===== src/rtl/plar_pkg.sv =====
package plar_pkg;

  localparam int COORD_BITS    = 24;
  localparam int MAX_POINTS    = 64;
  localparam int SPACING_BITS  = 24;
  localparam logic [SPACING_BITS-1:0] SPACING_RESET = 24'd256;

  // Magnitude of a coordinate difference, segment length and carried distance
  localparam int MAG_BITS      = COORD_BITS;
  localparam int LEN_BITS      = COORD_BITS + 1;
  localparam int DIST_BITS     = LEN_BITS;
  localparam int SQ_BITS       = 2 * MAG_BITS;
  localparam int RAD_BITS      = 2 * LEN_BITS;
  localparam int SREM_BITS     = LEN_BITS + 2;
  localparam int NUM_BITS      = MAG_BITS + LEN_BITS;
  localparam int K_BITS        = $clog2(MAX_POINTS + 1);
  localparam int SPAN_BITS     = SPACING_BITS + K_BITS;
  localparam int CNT_BITS      = $clog2(LEN_BITS + 1);

  localparam int SQRT_STEPS    = LEN_BITS;
  localparam int REM_STEPS     = LEN_BITS;
  localparam int QUO_STEPS     = MAG_BITS;

  localparam int QUEUE_DEPTH   = 2;
  localparam int QPTR_BITS     = $clog2(QUEUE_DEPTH);
  localparam int QCNT_BITS     = $clog2(QUEUE_DEPTH + 1);

  // One classified vertex: either a stroke start or a segment from prev
  typedef struct packed {
    logic                         is_start;
    logic signed [COORD_BITS-1:0] px;
    logic signed [COORD_BITS-1:0] py;
    logic                         neg_x;
    logic                         neg_y;
    logic [MAG_BITS-1:0]          ax;
    logic [MAG_BITS-1:0]          ay;
  } seg_t;

endpackage


===== src/rtl/plar_vertex_if.sv =====
interface plar_vertex_if;
  logic                                   valid;
  logic                                   ready;
  logic                                   start_of_stroke;
  logic signed [plar_pkg::COORD_BITS-1:0] vertex_x;
  logic signed [plar_pkg::COORD_BITS-1:0] vertex_y;

  modport source (output valid, start_of_stroke, vertex_x, vertex_y, input ready);
  modport sink   (input valid, start_of_stroke, vertex_x, vertex_y, output ready);
endinterface


===== src/rtl/plar_front.sv =====
module plar_front (
  input  logic                clk,
  input  logic                rst,
  plar_vertex_if.sink         vertex,
  input  logic                queue_full,
  output logic                push,
  output plar_pkg::seg_t      entry
);

  logic signed [plar_pkg::COORD_BITS-1:0] prev_x;
  logic signed [plar_pkg::COORD_BITS-1:0] prev_y;
  logic                                   have_prev;
  logic [plar_pkg::LEN_BITS-1:0]          dx;
  logic [plar_pkg::LEN_BITS-1:0]          dy;
  logic [plar_pkg::LEN_BITS-1:0]          mx;
  logic [plar_pkg::LEN_BITS-1:0]          my;
  logic                                   starts;

  assign vertex.ready = !queue_full;
  assign push         = vertex.valid && !queue_full;
  assign starts       = vertex.start_of_stroke || !have_prev;

  // Difference to the previous vertex and its magnitude
  assign dx = {vertex.vertex_x[plar_pkg::COORD_BITS-1], vertex.vertex_x}
            - {prev_x[plar_pkg::COORD_BITS-1], prev_x};
  assign dy = {vertex.vertex_y[plar_pkg::COORD_BITS-1], vertex.vertex_y}
            - {prev_y[plar_pkg::COORD_BITS-1], prev_y};
  assign mx = dx[plar_pkg::LEN_BITS-1] ? -dx : dx;
  assign my = dy[plar_pkg::LEN_BITS-1] ? -dy : dy;

  // Classify the transaction
  always_comb begin
    entry.is_start = starts;
    entry.px       = starts ? vertex.vertex_x : prev_x;
    entry.py       = starts ? vertex.vertex_y : prev_y;
    entry.neg_x    = dx[plar_pkg::LEN_BITS-1];
    entry.neg_y    = dy[plar_pkg::LEN_BITS-1];
    entry.ax       = mx[plar_pkg::MAG_BITS-1:0];
    entry.ay       = my[plar_pkg::MAG_BITS-1:0];
  end

  // Track the previous vertex
  always_ff @(posedge clk) begin
    if (rst) begin
      prev_x    <= '0;
      prev_y    <= '0;
      have_prev <= 1'b0;
    end else if (push) begin
      prev_x    <= vertex.vertex_x;
      prev_y    <= vertex.vertex_y;
      have_prev <= 1'b1;
    end
  end

endmodule


===== src/flat_wrapper.sv =====
// flat-port wrapper written by rule: the top's interface ports become plain ports
module plar_front_flat 
  (clk, rst, queue_full, push, entry, vertex_valid, vertex_start_of_stroke, vertex_vertex_x, vertex_vertex_y, vertex_ready);
  plar_vertex_if vertex_i ();
  input  logic clk;
  input  logic rst;
  input  logic queue_full;
  output logic push;
  output plar_pkg::seg_t entry;
  input wire logic [$bits(vertex_i.valid)-1:0] vertex_valid;
  input wire logic [$bits(vertex_i.start_of_stroke)-1:0] vertex_start_of_stroke;
  input wire logic [$bits(vertex_i.vertex_x)-1:0] vertex_vertex_x;
  input wire logic [$bits(vertex_i.vertex_y)-1:0] vertex_vertex_y;
  output wire logic [$bits(vertex_i.ready)-1:0] vertex_ready;
  assign vertex_i.valid = vertex_valid;
  assign vertex_i.start_of_stroke = vertex_start_of_stroke;
  assign vertex_i.vertex_x = vertex_vertex_x;
  assign vertex_i.vertex_y = vertex_vertex_y;
  assign vertex_ready = vertex_i.ready;
  plar_front u_core (.clk(clk), .rst(rst), .vertex(vertex_i), .queue_full(queue_full), .push(push), .entry(entry));
endmodule

===== config.mk =====
export PLATFORM = sky130hd
export DESIGN_NAME = plar_front_flat
export DESIGN_NICKNAME = d
export VERILOG_FILES = /design/src/rtl/plar_pkg.sv /design/src/rtl/plar_vertex_if.sv /design/src/rtl/plar_front.sv /design/src/flat_wrapper.sv
export SDC_FILE = /design/constraint.sdc
export NUM_CORES = 1
export LEC_CHECK = 0
export ABC_AREA = 1
export BUFFER_PORTS_ARGS = -buffer_cell sky130_fd_sc_hd__buf_2
export CAP_MARGIN = 20
export CORE_ASPECT_RATIO = 2
export CORE_MARGIN = 2
export CORE_UTILIZATION = 45
export DETAILED_ROUTE_END_ITERATION = 12
export HOLD_SLACK_MARGIN = 0.15
export PLACE_DENSITY = 0.73
export SLEW_MARGIN = 30
export SYNTH_ARGS = -nofsm -noshare
export SYNTH_HDL_FRONTEND = slang
export SYNTH_SLANG_ARGS = --single-unit

===== constraint.sdc =====
create_clock -name clk -period 3.27 [get_ports clk]
set_input_delay 0.654 -clock clk [delete_from_list [all_inputs] [get_ports clk]]
set_output_delay 0.654 -clock clk [all_outputs]
set_load 0.005 [all_outputs]

======== After elaboration in Yosys (flattened, before gate mapping) ========
Index checks and enable logic that the tools add are counted.
operators by class
  $add $sub $neg .......................... 4
  multiplexer cells ....................... 4
  reduce and logical (&&, ||, !) cells .... 4
operator list
  kind                 count
  $mux W24             4
  $sub A24 B24 Y25     2
  $neg A24 Y24         2
  $logic_not A1 Y1     2
  $logic_and A1 B1 Y1  1
  $logic_or A1 B1 Y1   1
storage, ports and cells
  output and inout port bits .............. 101
  register bits after elaboration ......... 49

======== Longest topological paths before layout ========
  depth after elaboration ................. 3
  gate-level depth with buffers ........... 21

======== Least setup slack after synthesis ========
No wires, ideal clock.
  kind .................................... input port to output port
  start ................................... input vertex_vertex_y[0]
  end ..................................... output entry[20] (netlist name)
  slack ................................... 0.002 ns
  data arrival time ....................... 2.614 ns
  stages on the path ...................... 19
  required time ........................... 2.616 ns
  path through ............................ inv_1 -> ha_1 -> fa_1 -> inv_1 -> nand3_1 -> nand2_2 -> nand2_2 -> nand2_2 -> nand3_2 -> nand2_2 -> nand2_1 -> nand2_1 -> nand2_1 -> nand2_4 -> inv_2 -> or2_1 -> nand2_1 -> nand2_1 -> nand2_1
RTL lines
  what                RTL line            RTL
  start: declaration  flat_wrapper.sv:13  input wire logic [$bits(vertex_i.vertex_y)-1:0] vertex_vertex_y;
  end: declaration    flat_wrapper.sv:9   output plar_pkg::seg_t entry;

==> impl_metrics.ini <==
[timing]
max_slew_margin_pct = 57.0
max_freq_mhz = 269
fin_crit_ns = 3.72
rsz0062_at_grt = yes
slew_viol_final = 0
hold_viol = 0
fin_ws_ns = -0.447
whs_ns = 0.458
fin_crit_sh_pct = 114
finalClockSkew_ns = 0
finalSetupViolCount = 47
tightest_slew_ns = 0.645

[global_routing]
grt_max_degree = 94
track_usage_pct = 29.9
antenna_found_initial = 0
grt_pass1_vias = 8924
grt_pass1_wl_um = 39500
overflow = 0

[placed_design]
hpwl_um = 18700
place_inst = 1722
gp_congestion = 0.921
port_buffers = 153
pre_cts_ws_ns = -0.509

[setup_path]
crit_chain = buf_8 -> inv_4 -> ha_4 -> fa_2 -> buf_6 -> nand2_2 -> nor2_1 -> inv_1 -> nor2_2 -> nand2_2 -> nor2_4 -> nand3_4 -> nor2_4 -> nand3_2 -> nand2_2 -> nand2_1 -> nand2_1 -> buf_2
arrival_ns = 3.06
cp-end-kind = output port
crit_fanout = 3
cpPeakStageDelay_ns = 0.58
critPathLaunchType = input pin
crit_top_cell = nand2_2
required_ns = 2.62
slowest_stage = fa_2
crit_type = in -> out

[die]
ios = 154
initial_utilization_pct = 46.1
die-height_um = 179
rows = 63
core_um2 = 14900
die_area_um2 = 16300
die_x_um = 91.4

[cts]
clock_sinks = 49
clock_latency_ns = 0.30
clk_path_buf_depth = 2
h-tree-depth = 2
cts.clk_slew.worst_paths_ns = 0.07
cts_root_buf = clkbuf_16
tritoncts = built
ctsHoldBuffers = 0
cts_buffers = 5

[layout]
final_nets = 1685
layout-drive-gt1-share_pct = 40.7
area_growth_pct = 60.3
layout_common_cells = nand2_1, buf_4, inv_1
postLayoutCoreUtil_pct = 74.0
final_common_cell = nand2_1
stdcell_count = 1776
n_antenna_cell = 0

[synthesis]
synth_seq_area_share_pct = 14.3
ys.flop_type = dfxtp_1
synth_seq_cells = 49
synth-async-reset-ratio_pct = 0
mappedNetlistNets = 1303
yosysUniqueCellTypes = 40
syn_area_um2 = 6870
syn_area_per_cell_um2 = 5.74
ys_warn_count = 0
synthCells = 1198
synth-edff-count = 0

[power_and_ir_drop]
finalPower_w = 0.00416
leakage_nw = 5.74
p_per_area_nw_per_um2 = 377
vdd_drop_max_v = 0.000266

[routing]
vias = 9246
ant_nets = 0
wl_per_cell_um = 15.2
drt-initial-drc-count = 414
drt_pre_antenna_iters = 5
wirelength_um = 27100
via_per_inst = 5.21
drcViolationCount = 0

[run_status]
violations = setup timing
status = complete, but fails checks

[hold_path]
hold_path_class = reg -> reg

[flow_run]
max-cap-violations = 0
## kinds of logic after synthesis
| group | count (synthesis) | share of synthesized area, % |
|---|---|---|
| XOR/XNOR | 50 | 6.86 |
| adder cells (fa/ha/maj) | 52 | 9.68 |
| buffers and inverters | 230 | 12.9 |
| AND/OR/NAND/NOR | 641 | 40.8 |
| flip-flops | 49 | 14.3 |
| AO/OA/AOI/OAI | 176 | 15.4 |
## critical path, delay by kind of cell
family / cells / cell delay [ns]
buffers and inverters: 5 / 0.43
AND/OR/NAND/NOR: 11 / 1.24
adder cells (fa/ha/maj): 2 / 0.73
## synth_stat cells (8+ instances only)
master | instances | area (um^2)
nand2_1 | 355 | 1330
inv_1 | 191 | 717
nor2_1 | 127 | 477
o21ai_0 | 65 | 325
nand3_1 | 64 | 320
ha_1 | 50 | 626
dfxtp_1 | 49 | 981
a211oi_1 | 48 | 360
a21oi_1 | 40 | 200
nand2_2 | 27 | 169
xor2_1 | 27 | 236
clkbuf_1 | 23 | 86.3
xnor2_1 | 20 | 175
nand4_1 | 14 | 87.6
nand3b_1 | 11 | 82.6
nor2_2 | 11 | 68.8
inv_2 | 8 | 30.0
nor3_1 | 8 | 40.0
## power breakdown
group	internal, W	leakage [nW]	switching (W)
sequential	0.000636	0.405	0.0000126
combinational	0.00140	5.27	0.00156
clock	0.000287	0.0652	0.000262
## repair_timing
action                                 in CTS  in global routing
endpoints found under the hold margin       0                  0
pin swaps                                  72                 83
setup endpoints to repair                  48                 48
setup buffers                              26                 24
cloned                                      2                  0
gates resized for setup                   140                122
## flip-flops by register name (all words and copies together) (netlist names)
signal            count
u_core.have_prev      1
u_core.prev_x        24
u_core.prev_y        24
## metal layers
metal | vias to the layer above | GRT usage [%] | share of wire, %
li1 | 4570 | - | -
met1 | 4239 | 25.2 | 33
met5 | - | 0 | 0
met3 | 130 | 1.43 | 3.0
met2 | 307 | 62.3 | 55
met4 | 0 | 23.4 | 8.8
## cell type report
cell class / count / area [um^2]
inverters: 199 / 767
repair buffers: 406 / 2910
fillers: 1146 / 3880
clock buffers: 8 / 136
multi-input cells: 919 / 5990
well taps: 195 / 244
flip-flops and latches: 49 / 981
## per-stage QoR
stage / instance area (um^2) / setup TNS, ns
after floorplan: 6870 / 0
after global placement: 9350 / -15.57
after detailed placement: 9350 / -17.05
after CTS: 10400 / -10.19
after global routing: 11000 / -17.29
final: 11000 / -11.80
## path summary, 6_finish.rpt
path / start / to / slack (ns) / depth (start not counted)
max reg2reg: u_core.prev_x[0] / u_core.prev_x[0] / 2.44 / 3
min: u_core.have_prev / u_core.have_prev / 0.46 / 2
min reg2reg: u_core.have_prev / u_core.have_prev / 0.46 / 2
max: vertex_vertex_x[0] / entry[43] / -0.45 / 18
Note: power is estimated with default switching activity, not from simulation.
