### src/rtl/plar_pkg.sv
package plar_pkg;

  localparam int COORD_BITS    = 24;
  localparam int MAX_POINTS    = 64;
  localparam int SPACING_BITS  = 24;
  localparam logic [SPACING_BITS-1:0] SPACING_RESET = 24'd256;

  // Magnitude of a coordinate difference, segment length and carried distance
  localparam int MAG_BITS      = COORD_BITS;
  localparam int LEN_BITS      = COORD_BITS + 1;
  localparam int DIST_BITS     = LEN_BITS;
  localparam int SQ_BITS       = 2 * MAG_BITS;
  localparam int RAD_BITS      = 2 * LEN_BITS;
  localparam int SREM_BITS     = LEN_BITS + 2;
  localparam int NUM_BITS      = MAG_BITS + LEN_BITS;
  localparam int K_BITS        = $clog2(MAX_POINTS + 1);
  localparam int SPAN_BITS     = SPACING_BITS + K_BITS;
  localparam int CNT_BITS      = $clog2(LEN_BITS + 1);

  localparam int SQRT_STEPS    = LEN_BITS;
  localparam int REM_STEPS     = LEN_BITS;
  localparam int QUO_STEPS     = MAG_BITS;

  localparam int QUEUE_DEPTH   = 2;
  localparam int QPTR_BITS     = $clog2(QUEUE_DEPTH);
  localparam int QCNT_BITS     = $clog2(QUEUE_DEPTH + 1);

  // One classified vertex: either a stroke start or a segment from prev
  typedef struct packed {
    logic                         is_start;
    logic signed [COORD_BITS-1:0] px;
    logic signed [COORD_BITS-1:0] py;
    logic                         neg_x;
    logic                         neg_y;
    logic [MAG_BITS-1:0]          ax;
    logic [MAG_BITS-1:0]          ay;
  } seg_t;

endpackage

### src/rtl/plar_queue.sv
module plar_queue (
  input  logic           clk,
  input  logic           rst,
  input  logic           push,
  input  plar_pkg::seg_t push_entry,
  output logic           full,
  input  logic           pop,
  output logic           head_valid,
  output plar_pkg::seg_t head
);

  plar_pkg::seg_t                 entries [plar_pkg::QUEUE_DEPTH];
  logic [plar_pkg::QPTR_BITS-1:0] wr_ptr;
  logic [plar_pkg::QPTR_BITS-1:0] rd_ptr;
  logic [plar_pkg::QCNT_BITS-1:0] count;
  logic                           do_push;
  logic                           do_pop;

  assign full       = (count == plar_pkg::QCNT_BITS'(plar_pkg::QUEUE_DEPTH));
  assign head_valid = (count != '0);
  assign head       = entries[rd_ptr];
  assign do_push    = push && !full;
  assign do_pop     = pop && head_valid;

  // Store entries
  always_ff @(posedge clk) begin
    if (do_push) begin
      entries[wr_ptr] <= push_entry;
    end
  end

  // Advance pointers and fill count
  always_ff @(posedge clk) begin
    if (rst) begin
      wr_ptr <= '0;
      rd_ptr <= '0;
      count  <= '0;
    end else begin
      if (do_push) begin
        wr_ptr <= wr_ptr + 1'b1;
      end
      if (do_pop) begin
        rd_ptr <= rd_ptr + 1'b1;
      end
      if (do_push && !do_pop) begin
        count <= count + 1'b1;
      end else if (do_pop && !do_push) begin
        count <= count - 1'b1;
      end
    end
  end

endmodule

### config.mk
export PLATFORM = sky130hd
export DESIGN_NAME = plar_queue
export DESIGN_NICKNAME = d
export VERILOG_FILES = /design/src/rtl/plar_pkg.sv /design/src/rtl/plar_queue.sv
export SDC_FILE = /design/constraint.sdc
export NUM_CORES = 1
export LEC_CHECK = 0
export BUFFER_PORTS_ARGS = -buffer_cell sky130_fd_sc_hd__buf_2
export CAP_MARGIN = 20
export CORE_UTILIZATION = 52
export DETAILED_ROUTE_END_ITERATION = 10
export PLACE_DENSITY_LB_ADDON = 0.15
export REMOVE_ABC_BUFFERS = 1
export SKIP_CTS_REPAIR_TIMING = 1
export SLEW_MARGIN = 20
export SYNTH_ARGS = -nofsm -noshare
export SYNTH_HDL_FRONTEND = slang
export SYNTH_SLANG_ARGS = --single-unit
### constraint.sdc
create_clock -name clk -period 4.8 [get_ports clk]
set_input_delay 0.24 -clock clk [delete_from_list [all_inputs] [get_ports clk]]
set_output_delay 0.24 -clock clk [all_outputs]
set_load 0.02 [all_outputs]
# Yosys cells after proc, flatten, opt, wreduce, memory -nomap -nowiden
# Memories as Yosys holds them, arrays and structs flattened. A register that Yosys moved wholly into a read port is not among the register bits.
# Index checks and enable logic that the tools add are counted.
# totals
regBits	4
ram_bits	198
word_cells	24
memories	1
# mem_list
memory	words	width	read_ports	rd_ports_with_merged_regs	write_ports	line	text
entries	2	99	1	1	1	plar_queue.sv:12	plar_pkg::seg_t entries [plar_pkg::QUEUE_DEPTH];
# classes
add_sub_neg	4
n_eq_ne	1
muxes	6
n_reduce_logical	9
# ops
cell	n
1-bit logical AND	4
1-bit 2-to-1 mux	4
2-bit 2-to-1 mux	2
2-bit nonzero test	2
1-bit zero test	3
1-bit adder (second input constant)	2
2-bit by 1-bit adder with 2-bit output (second input constant)	1
2-bit equality test (second input constant)	1
2-bit by 1-bit subtractor with 2-bit output (second input constant)	1

# Logic depth before layout (Yosys ltp)
# Gate-level depths: netlist of run 1.
# depth
ltp_word	7
mapped_depth	6
ltp_nobuf	6

# Worst setup path before layout of run 1
# No wires, ideal clock.
# synth_path
kind	register to register
startpoint	reg count[1] (netlist bit)
endpoint	mem entries[1][0] (netlist bit), enable pin
setup_ps	469
t_arrival_ps	2949
required_ps	4331
slack_ps	1382
path_stages_with_launch	4
path_buffers	0
path_cell_list	dfxtp_1 nor2b_2 nor2_1 and2_1
# synth_via
elab_chain_cells	5
# synth_rtl
item	line	text
from (decl)	plar_queue.sv:15	logic [plar_pkg::QCNT_BITS-1:0] count;
from (signal assigned)	plar_queue.sv:46	count <= count + 1'b1;
from (signal assigned)	plar_queue.sv:48	count <= count - 1'b1;
2-bit equality test	plar_queue.sv:19	assign full = (count == plar_pkg::QCNT_BITS'(plar_pkg::QUEUE_DEPTH));
net full	plar_queue.sv:6	output logic full,
1-bit zero test	plar_queue.sv:22	assign do_push = push && !full;
1-bit logical AND	plar_queue.sv:22	
1-bit 2-to-1 mux	plar_queue.sv:27	if (do_push) begin
1-bit 2-to-1 mux (implied by the code)	plar_queue.sv:28	entries[wr_ptr] <= push_entry;
to (decl)	plar_queue.sv:12	
# The timed path passes the listed nets, and every way through them passes these cells.

# Worst setup path in the final report of run 1
# layout_path
startpoint	reg count[0] (netlist bit)
endpoint	mem entries[0][97] (netlist bit), enable pin
# layout_via
elab_chain_cells	5
# layout_rtl
item	line
2-bit equality test	plar_queue.sv:19
1-bit zero test	plar_queue.sv:22
1-bit logical AND	plar_queue.sv:22
1-bit 2-to-1 mux	plar_queue.sv:27
1-bit 2-to-1 mux (implied by the code)	plar_queue.sv:28
# Every way passes these cells.

==> impl_metrics.toml, run 1 <==
[outcome]
outcome = "complete, no violations"

[placed_design]
dpl.hpwl_mm = 8.19
port_buffers = 203
routabilityCongestion = 0.725
place_area_um2 = 8590

[worst_setup_path]
max_stage_delay_ns = 0.70
cp.required_ns = 4.93
cp.buffers_inverters = 2
end_kind = "flop"
cpMaxStageDelayCell = "inv_4"
crit_path_max_fanout = 74
worstRegToRegCells = 4
crit_path_cell_trace = "nor2b_2 > or3_1 > inv_4 > buf_4"
crit_family = "buffers and inverters"
crit_type = "reg -> reg"
r2r-end = "entries[0][97]$_DFFE_PP_"
crit_path_start_kind = "flop"
regToRegStartpoint = "count[0]$_SDFFE_PP0P_"
cp_data_arrival_time_ns = 2.60
r2r_slack_ns = 2.33

[layout]
fillers = 891
area_delta_synth_final_pct = 38.7
layout.cells.most_common = "buf_2"
layout-drive-gt1-share_pct = 51.9
layout.nets = 755
fin_area_um2 = 10300
final_cell_mix = "buf_2, edfxtp_1, dlygate4sd3_1, mux2_2, clkbuf_16"
n_antenna_cell = 0

[global_route]
grt_max_degree = 79
gr-total-overflow = 0
antenna_found_initial = 0
grtUsageTotal_pct = 17.1
grt_pass1_vias = 3841
grt_first_pass_wirelength_mm = 19.4

[floorplanning]
die_h_um = 121
ios = 204
die_w_um = 121
core.rowCount = 43
initial_core_util_pct = 53.3
core_um2 = 13900
die_area_um2 = 14700

[routing]
via_count = 4127
dr.pass1.iters = 4
drc = 0
drt-wirelength-per-cell_um = 16.7
post_drt_via_cell_ratio = 4.88
drt_iter0_drc = 277
ant_nets = 0
wirelength_mm = 14.1

[sta]
finalSetupTns_ns = 0
slew-limit-headroom_pct = 33.3
worstMarginPinSlew_ns = 1.00
skew_ns = 0.0112
setup_viol_count_final = 0
final-hold-violation-count = 0
rsz0062_at_grt = "no"
fmax_mhz = 405
slew_violations = 0
post-route-min-period_ns = 2.47
timing.final.crit_share_pct = 51.5

[synthesis]
yosysWarnings = 0
yosysSeqAreaShare_pct = 81.8
yosys_register_bits = 203
synth_compound_gate_area_share_pct = 0.339
synthTopCellsByArea = "edfxtp_1, mux2_2, mux2_4, dfxtp_1, buf_2"
yosys.area_share.simple_pct = 0.660
muxShareOfSynthArea_pct = 15.6
mappedNetlistArea_um2 = 7390
yosysUniqueCellTypes = 16
synth_fa_ha_area_share_pct = 0.169
synth_top_area_share_pct = 80.4
synth_top_family_by_area = "multiplexers"
synth_area_per_cell_um2 = 22.2
yosys.area.top_type = "edfxtp_1"
postSynthCellCount = 333
synth_xor_area_share_pct = 0.355

[hold_path]
worstHoldStart = "push"
min_path_cells = 4
min_to = "wr_ptr$_SDFFE_PP0N_"
hold_path.class = "in -> reg"

[clocking]
cts_buffer_depth = 3
cts_tree = "built"
cts_buffers = 20
cts_sinks = 203
clk_latency_ns = 0.47
cts_max_level = 1
path_clk_slew_ns = 0.06
cts_root_buffer = "clkbuf_16"

[power_and_ir_drop]
power.density_nw_per_um2 = 511
max-vdd-ir-drop_v = 0.000532
leakage_uw = 0.00391

[flow_run]
drv_cap = 0
==> state kept, by name (all words and copies together) (netlist names), named ones only <==
register and flops:
entries 198, count 2, rd_ptr 1, wr_ptr 1
==> logic make-up (layout without fill, tap and decap cells) <==
| family | count (synthesis) | in the layout |
|---|---|---|
| AOI/OAI and AO/OA | 5 | 5 |
| adders and majority gates | 1 | 1 |
| xor gates and xnor gates | 3 | 3 |
| DFF | 203 | 203 |
| and+or+nand+nor | 9 | 9 |
| buffers and inverters | 13 | 345 |
| muxes | 99 | 99 |
==> worst reg2reg max path: cells and delay by family, from the launching register on <==
family	cells	cell delay, ns
flops	1	0.43
buf+inv	2	1.22
simple gates	2	0.47
==> cell usage after synthesis, drive strengths merged <==
master	number
ha	1
a21oi	2
nor2	4
xor2	3
inv	2
buf	11
edfxtp	198
o21ai	3
and2	1
nor2b	1
mux2	99
or2	1
or3	2
dfxtp	5
==> final cells by class <==
type                       instances  area, µm²  area share (%)
timing repair buffer             307       2070            20.2
sequential                       203       6050            59.0
tap                              180        225            2.20
multi-input combinational        117       1270            12.4
inverter                           2       10.0          0.0976
clock inverter                    14        103            1.00
clock buffer                      22        529            5.16
==> report_power, final <==
group	switching [µW]	internal (µW)	total, µW	leakage [µW]
registers	93.4	2230	2320	0.00189
logic	825	613	1440	0.00170
clock network	625	854	1480	0.000316
==> stage by stage <==
stage               power [µW]  std cells  utilization [%]  setup slack [ns]  hold WS (ns)
finish                    5240        845             73.9              2.33         0.184
CTS                       5210        744             66.4              1.91       -0.0664
detailed placement        3730        708             61.9              2.30         0.431
global route              5450        845             73.9              2.13         0.178
global placement          3700        708             61.9              2.38         0.427
floorplan                 3310        322                -              1.38         0.309
==> routing by layer <==
metal / global-route usage (%) / share of wire [%] / up-vias
met4: 5.25 / 1.6 / 0
met5: 0 / 0 / -
met2: 27.4 / 49 / 145
met1: 22.4 / 43 / 1997
met3: 5.69 / 6.6 / 25
li1: - / - / 1960
==> how the worst max path moves through the flow <==
stage                                           to                  start  cells after the start  slack (ns)
after floorplan            entries[1][0]$_DFFE_PP_  count[1]$_SDFFE_PP0P_                      3        1.38
after global placement    entries[0][85]$_DFFE_PP_  count[1]$_SDFFE_PP0P_                      4        2.38
after detailed placement  entries[0][19]$_DFFE_PP_  count[1]$_SDFFE_PP0P_                      4        2.30
after CTS                                 head[32]                   flop                      3        1.91
after global routing      entries[0][48]$_DFFE_PP_  count[0]$_SDFFE_PP0P_                      4        2.13
final                     entries[0][97]$_DFFE_PP_  count[0]$_SDFFE_PP0P_                      4        2.33
(Power assumes the default switching activity.)
==> run 2, diff against run 1 <==
CORE_UTILIZATION = 47   (was 52)
clock period = 2.1 ns   (was 4.8 ns; I/O delays follow)
==> run 2 against run 1 <==
Cell count is 4.5% higher. First-iteration DRC count is 14% lower. Wire length is 1.8% higher. Combinational power is 140% higher. Clock power is 120% higher. Final area is 1.2% higher. Via count is 0.63% higher. Sequential cell count stayed put. Total power is 130% higher. Sequential power is 130% higher. Global-route usage is 1.4 points lower.
==> impl_metrics.toml, run 2 (synthesized netlist as in run 1, its figures left out) <==
[worst_setup_path]
cp_data_arrival_time_ns = 1.82
r2r_slack_ns = 0.37
end_kind = "primary output"
crit_type = "reg -> out"
regToRegStartpoint = "count[0]$_SDFFE_PP0P_"
cp.required_ns = 2.00
crit_path_start_kind = "flop"
crit_path_max_fanout = 15

[sta]
timing.hold.ws_ns = 0.0262
timing.final.crit_share_pct = 91.5
worstMarginPinSlew_ns = 0.354
finalSetupTns_ns = 0
skew_ns = 0.00818
fmax_mhz = 521
final-hold-violation-count = 0
post-route-min-period_ns = 1.92
slew-limit-headroom_pct = 76.1
rsz0062_at_grt = "no"
slew_violations = 0
setup_viol_count_final = 0

[routing]
ant_nets = 0
drt-wirelength-per-cell_um = 16.3
via_count = 4153
drc = 0
wirelength_mm = 14.4
dr.pass1.iters = 5
drt_iter0_drc = 237
post_drt_via_cell_ratio = 4.70

[clocking]
cts_root_buffer = "clkbuf_16"
clk_latency_ns = 0.48
cts_tree = "built"
cts_sinks = 203
cts_max_level = 1
path_clk_slew_ns = 0.06
cts_buffer_depth = 3
cts_buffers = 21

[flow_run]
drv_cap = 0

[layout]
area_delta_synth_final_pct = 40.4
layout-drive-gt1-share_pct = 50.9
final_cell_mix = "buf_2, edfxtp_1, dlygate4sd3_1, mux2_2, clkbuf_16"
layout.cells.most_common = "buf_2"
n_antenna_cell = 0
largest_reg_flops = 198
layout.nets = 762
largestRegisters = "entries x198, count x2"
regMostFlops = "entries"

[placed_design]
port_buffers = 203
routabilityCongestion = 0.722
dpl.hpwl_mm = 8.63

[outcome]
outcome = "complete, no violations"

[power_and_ir_drop]
p_total_uw = 12000
max-vdd-ir-drop_v = 0.000669
leakage_uw = 0.00394
power.density_nw_per_um2 = 1150

[hold_path]
worstHoldStart = "push"
hold_path.class = "in -> reg"

[floorplanning]
die_w_um = 127
die_area_um2 = 16200
core_um2 = 15300
die_h_um = 127
core.rowCount = 45
initial_core_util_pct = 48.4
ios = 204

[global_route]
antenna_found_initial = 0
grt_pass1_vias = 3893
gr-total-overflow = 0
grt_first_pass_wirelength_mm = 19.6
grtUsageTotal_pct = 15.8
grt_max_degree = 62
## run 2: cell types whose count changed in the layout (fill, tap and decap cells not counted)
cell	delta
buf_12	+8
clkinv_1	+6
clkbuf_1	+4
buf_6	+1
buf_16	-1
inv_6	-1
buf_4	-2
clkinv_2	-5
clkinvlp_4	-2
bufinv_16	-1
## run 2: metrics by stage
step / worst slack, ns / std cells / util [%] / instance area, µm²
detailed placement: 0.373 / 745 / 57.5 / 8770
global route: 0.0835 / 883 / 68.0 / 10400
CTS: 0.0229 / 782 / 61.4 / 9370
floorplan: -1.32 / 322 / - / 7320
finish: 0.179 / 883 / 68.0 / 10400
global placement: 0.411 / 745 / 57.5 / 8770
## run 2: routing by layer
metal  vias up  global-route usage [%]  wire length [µm]
met5         -                       0                 0
met4         0                    5.81               276
met1      2016                    18.2              5780
li1       1972                       -                 -
met2       143                    27.8              7470
met3        22                    4.69               862
## run 2: worst max-delay path: stages (launching register included)
cell and delay (ns):
dfxtp_4 0.50, buf_4 0.30, mux2_2 0.38, buf_2 0.16
## run 2: report_power, final
group          switching [µW]  internal, µW  leakage [µW]
sequential                173          5090       0.00189
combinational            1960          1520       0.00176
clock                    1380          1830      0.000291
total                    3520          8430       0.00394
## run 2: path summary, 6_finish.rpt
path,cells after the start,end
worst max-delay path,3,head[8]
worst min-delay path,4,wr_ptr$_SDFFE_PP0N_
worst max register to register,4,entries[0][69]$_DFFE_PP_
worst min register to register,2,wr_ptr$_SDFFE_PP0N_
## run 2: final cells by class
type                    instances  area (µm²)
flip-flops and latches        203        6050
inverters                       2        10.0
fillers                      1045        4880
well taps                     211         264
multi-input cells             117        1270
clock buffers                  26         544
repair buffers                313        2200
clock inverters                11        46.3
==> run 3, diff against run 2 <==
CORE_UTILIZATION = 25   (was 47)
SLEW_MARGIN = 10   (was 20)
==> run 3 against run 2 <==
The flow now finishes with violations (hold timing). Clock skew increased by 0.0093 ns. Total power rose by 3.6%. Sequential cell count unchanged. Sequential power about the same. Highest routed layer unchanged.
==> impl_metrics.toml, run 3 (synthesized netlist as in run 1, its figures left out) <==
[clocking]
cts_tree = "built"
cts_buffers = 24
clk_latency_ns = 0.50
cts_buffer_depth = 3
cts_sinks = 203
cts_root_buffer = "clkbuf_16"
cts_max_level = 1
path_clk_slew_ns = 0.06

[floorplanning]
die_area_um2 = 30300
die_h_um = 174
die_w_um = 174
initial_core_util_pct = 25.6
core.rowCount = 62
ios = 204
core_um2 = 28900

[worst_setup_path]
regToRegStartpoint = "count[0]$_SDFFE_PP0P_"
cp_data_arrival_time_ns = 1.76
crit_type = "reg -> out"
r2r-end = "entries[0][98]$_DFFE_PP_"
crit_path_start_kind = "flop"
cp.required_ns = 2.00
end_kind = "primary output"
crit_path_max_fanout = 15
endpoint = "head[92]"
worstRegToRegCells = 4
r2r_slack_ns = 0.32

[sta]
post-route-min-period_ns = 1.87
worstMarginPinSlew_ns = 0.407
timing.final.crit_share_pct = 88.9
setup_viol_count_final = 0
slew_violations = 0
fmax_mhz = 536
rsz0062_at_grt = "no"
final-hold-violation-count = 1
slew-limit-headroom_pct = 72.6
timing.hold.ws_ns = -0.0105
skew_ns = 0.0175

[global_route]
grt_max_degree = 58
antenna_found_initial = 1
gr-total-overflow = 0
grt_pass1_vias = 4273
grtUsageTotal_pct = 9.86
grt_first_pass_wirelength_mm = 23.1

[placed_design]
port_buffers = 203
dpl.hpwl_mm = 9.96
dpl.cell_count = 917
routabilityCongestion = 0.691

[layout]
layout.cells.most_common = "buf_2"
final_util_pct = 37.0
final_cell_mix = "buf_2, edfxtp_1, dlygate4sd3_1, mux2_2, clkbuf_16"
largest_reg_flops = 198
regMostFlops = "entries"
layout.nets = 766
layout-drive-gt1-share_pct = 51.5
area_delta_synth_final_pct = 44.5
largestRegisters = "entries x198, count x2"
instances_no_fill = 1059

[routing]
wirelength_mm = 15.6
drt-wirelength-per-cell_um = 14.7
post_drt_via_cell_ratio = 3.93
drt_iter0_drc = 142
ant_nets = 0
via_count = 4165
drc = 0
dr.pass1.iters = 3

[power_and_ir_drop]
max-vdd-ir-drop_v = 0.000535
p_total_uw = 12400
power.density_nw_per_um2 = 1160
leakage_uw = 0.00398

[outcome]
violations = "hold timing"
outcome = "finished with violations"

[hold_path]
hold_path.class = "in -> reg"

[flow_run]
drv_cap = 0
==> run 3: final cells by class <==
cell class                      count  area [µm²]
Antenna cell                        1        2.50
Clock buffer                       30         644
Clock inverter                      8        38.8
Fill cell                        2774       18200
Inverter                            2        10.0
Multi-Input combinational cell    117        1270
Sequential cell                   203        6050
Tap cell                          384         480
Timing Repair Buffer              314        2190
==> run 3: per-layer routing <==
metal / GRT usage (%) / wire length, µm
met2: 16.4 / 7410
met3: 3.41 / 1190
met4: 3.14 / 302
met1: 12.0 / 6670
met5: 0 / 0
==> run 3: worst min-delay path by stage <==
stage / start / endpoint / slack [ns] / depth (start not counted)
5_1_grt: push / wr_ptr$_SDFFE_PP0N_ / 0.02 / 4
6_report: push / wr_ptr$_SDFFE_PP0N_ / -0.01 / 4
2_1_floorplan: rst / count[1]$_SDFFE_PP0P_ / 0.17 / 1
4_1_cts: push_entry[47] / entries[1][47]$_DFFE_PP_ / -0.25 / 1
3_5_place_dp: push_entry[75] / entries[0][75]$_DFFE_PP_ / 0.30 / 1
3_3_place_gp: push_entry[38] / entries[1][38]$_DFFE_PP_ / 0.29 / 1
==> run 3: power breakdown <==
part	internal, µW	leakage [µW]	switching, µW
clock	2140	0.000336	1470
sequential	5090	0.00189	144
combinational	1510	0.00176	2020
total	8740	0.00398	3640
==> run 3: worst max-delay path, stage by stage (launching register included) <==
cell and delay (ns):
dfxtp_4 0.43, buf_4 0.27, mux2_2 0.38, buf_2 0.16
==> run 3: through the flow <==
step / setup TNS, ns / worst slack [ns] / cell area (µm²)
after detailed placement: 0 / 0.301 / 8970
after global placement: 0 / 0.371 / 8970
after global routing: 0 / 0.136 / 10700
after CTS: 0 / 0.00768 / 9650
after floorplan: -354.02 / -1.32 / 7320
final: 0 / 0.234 / 10700
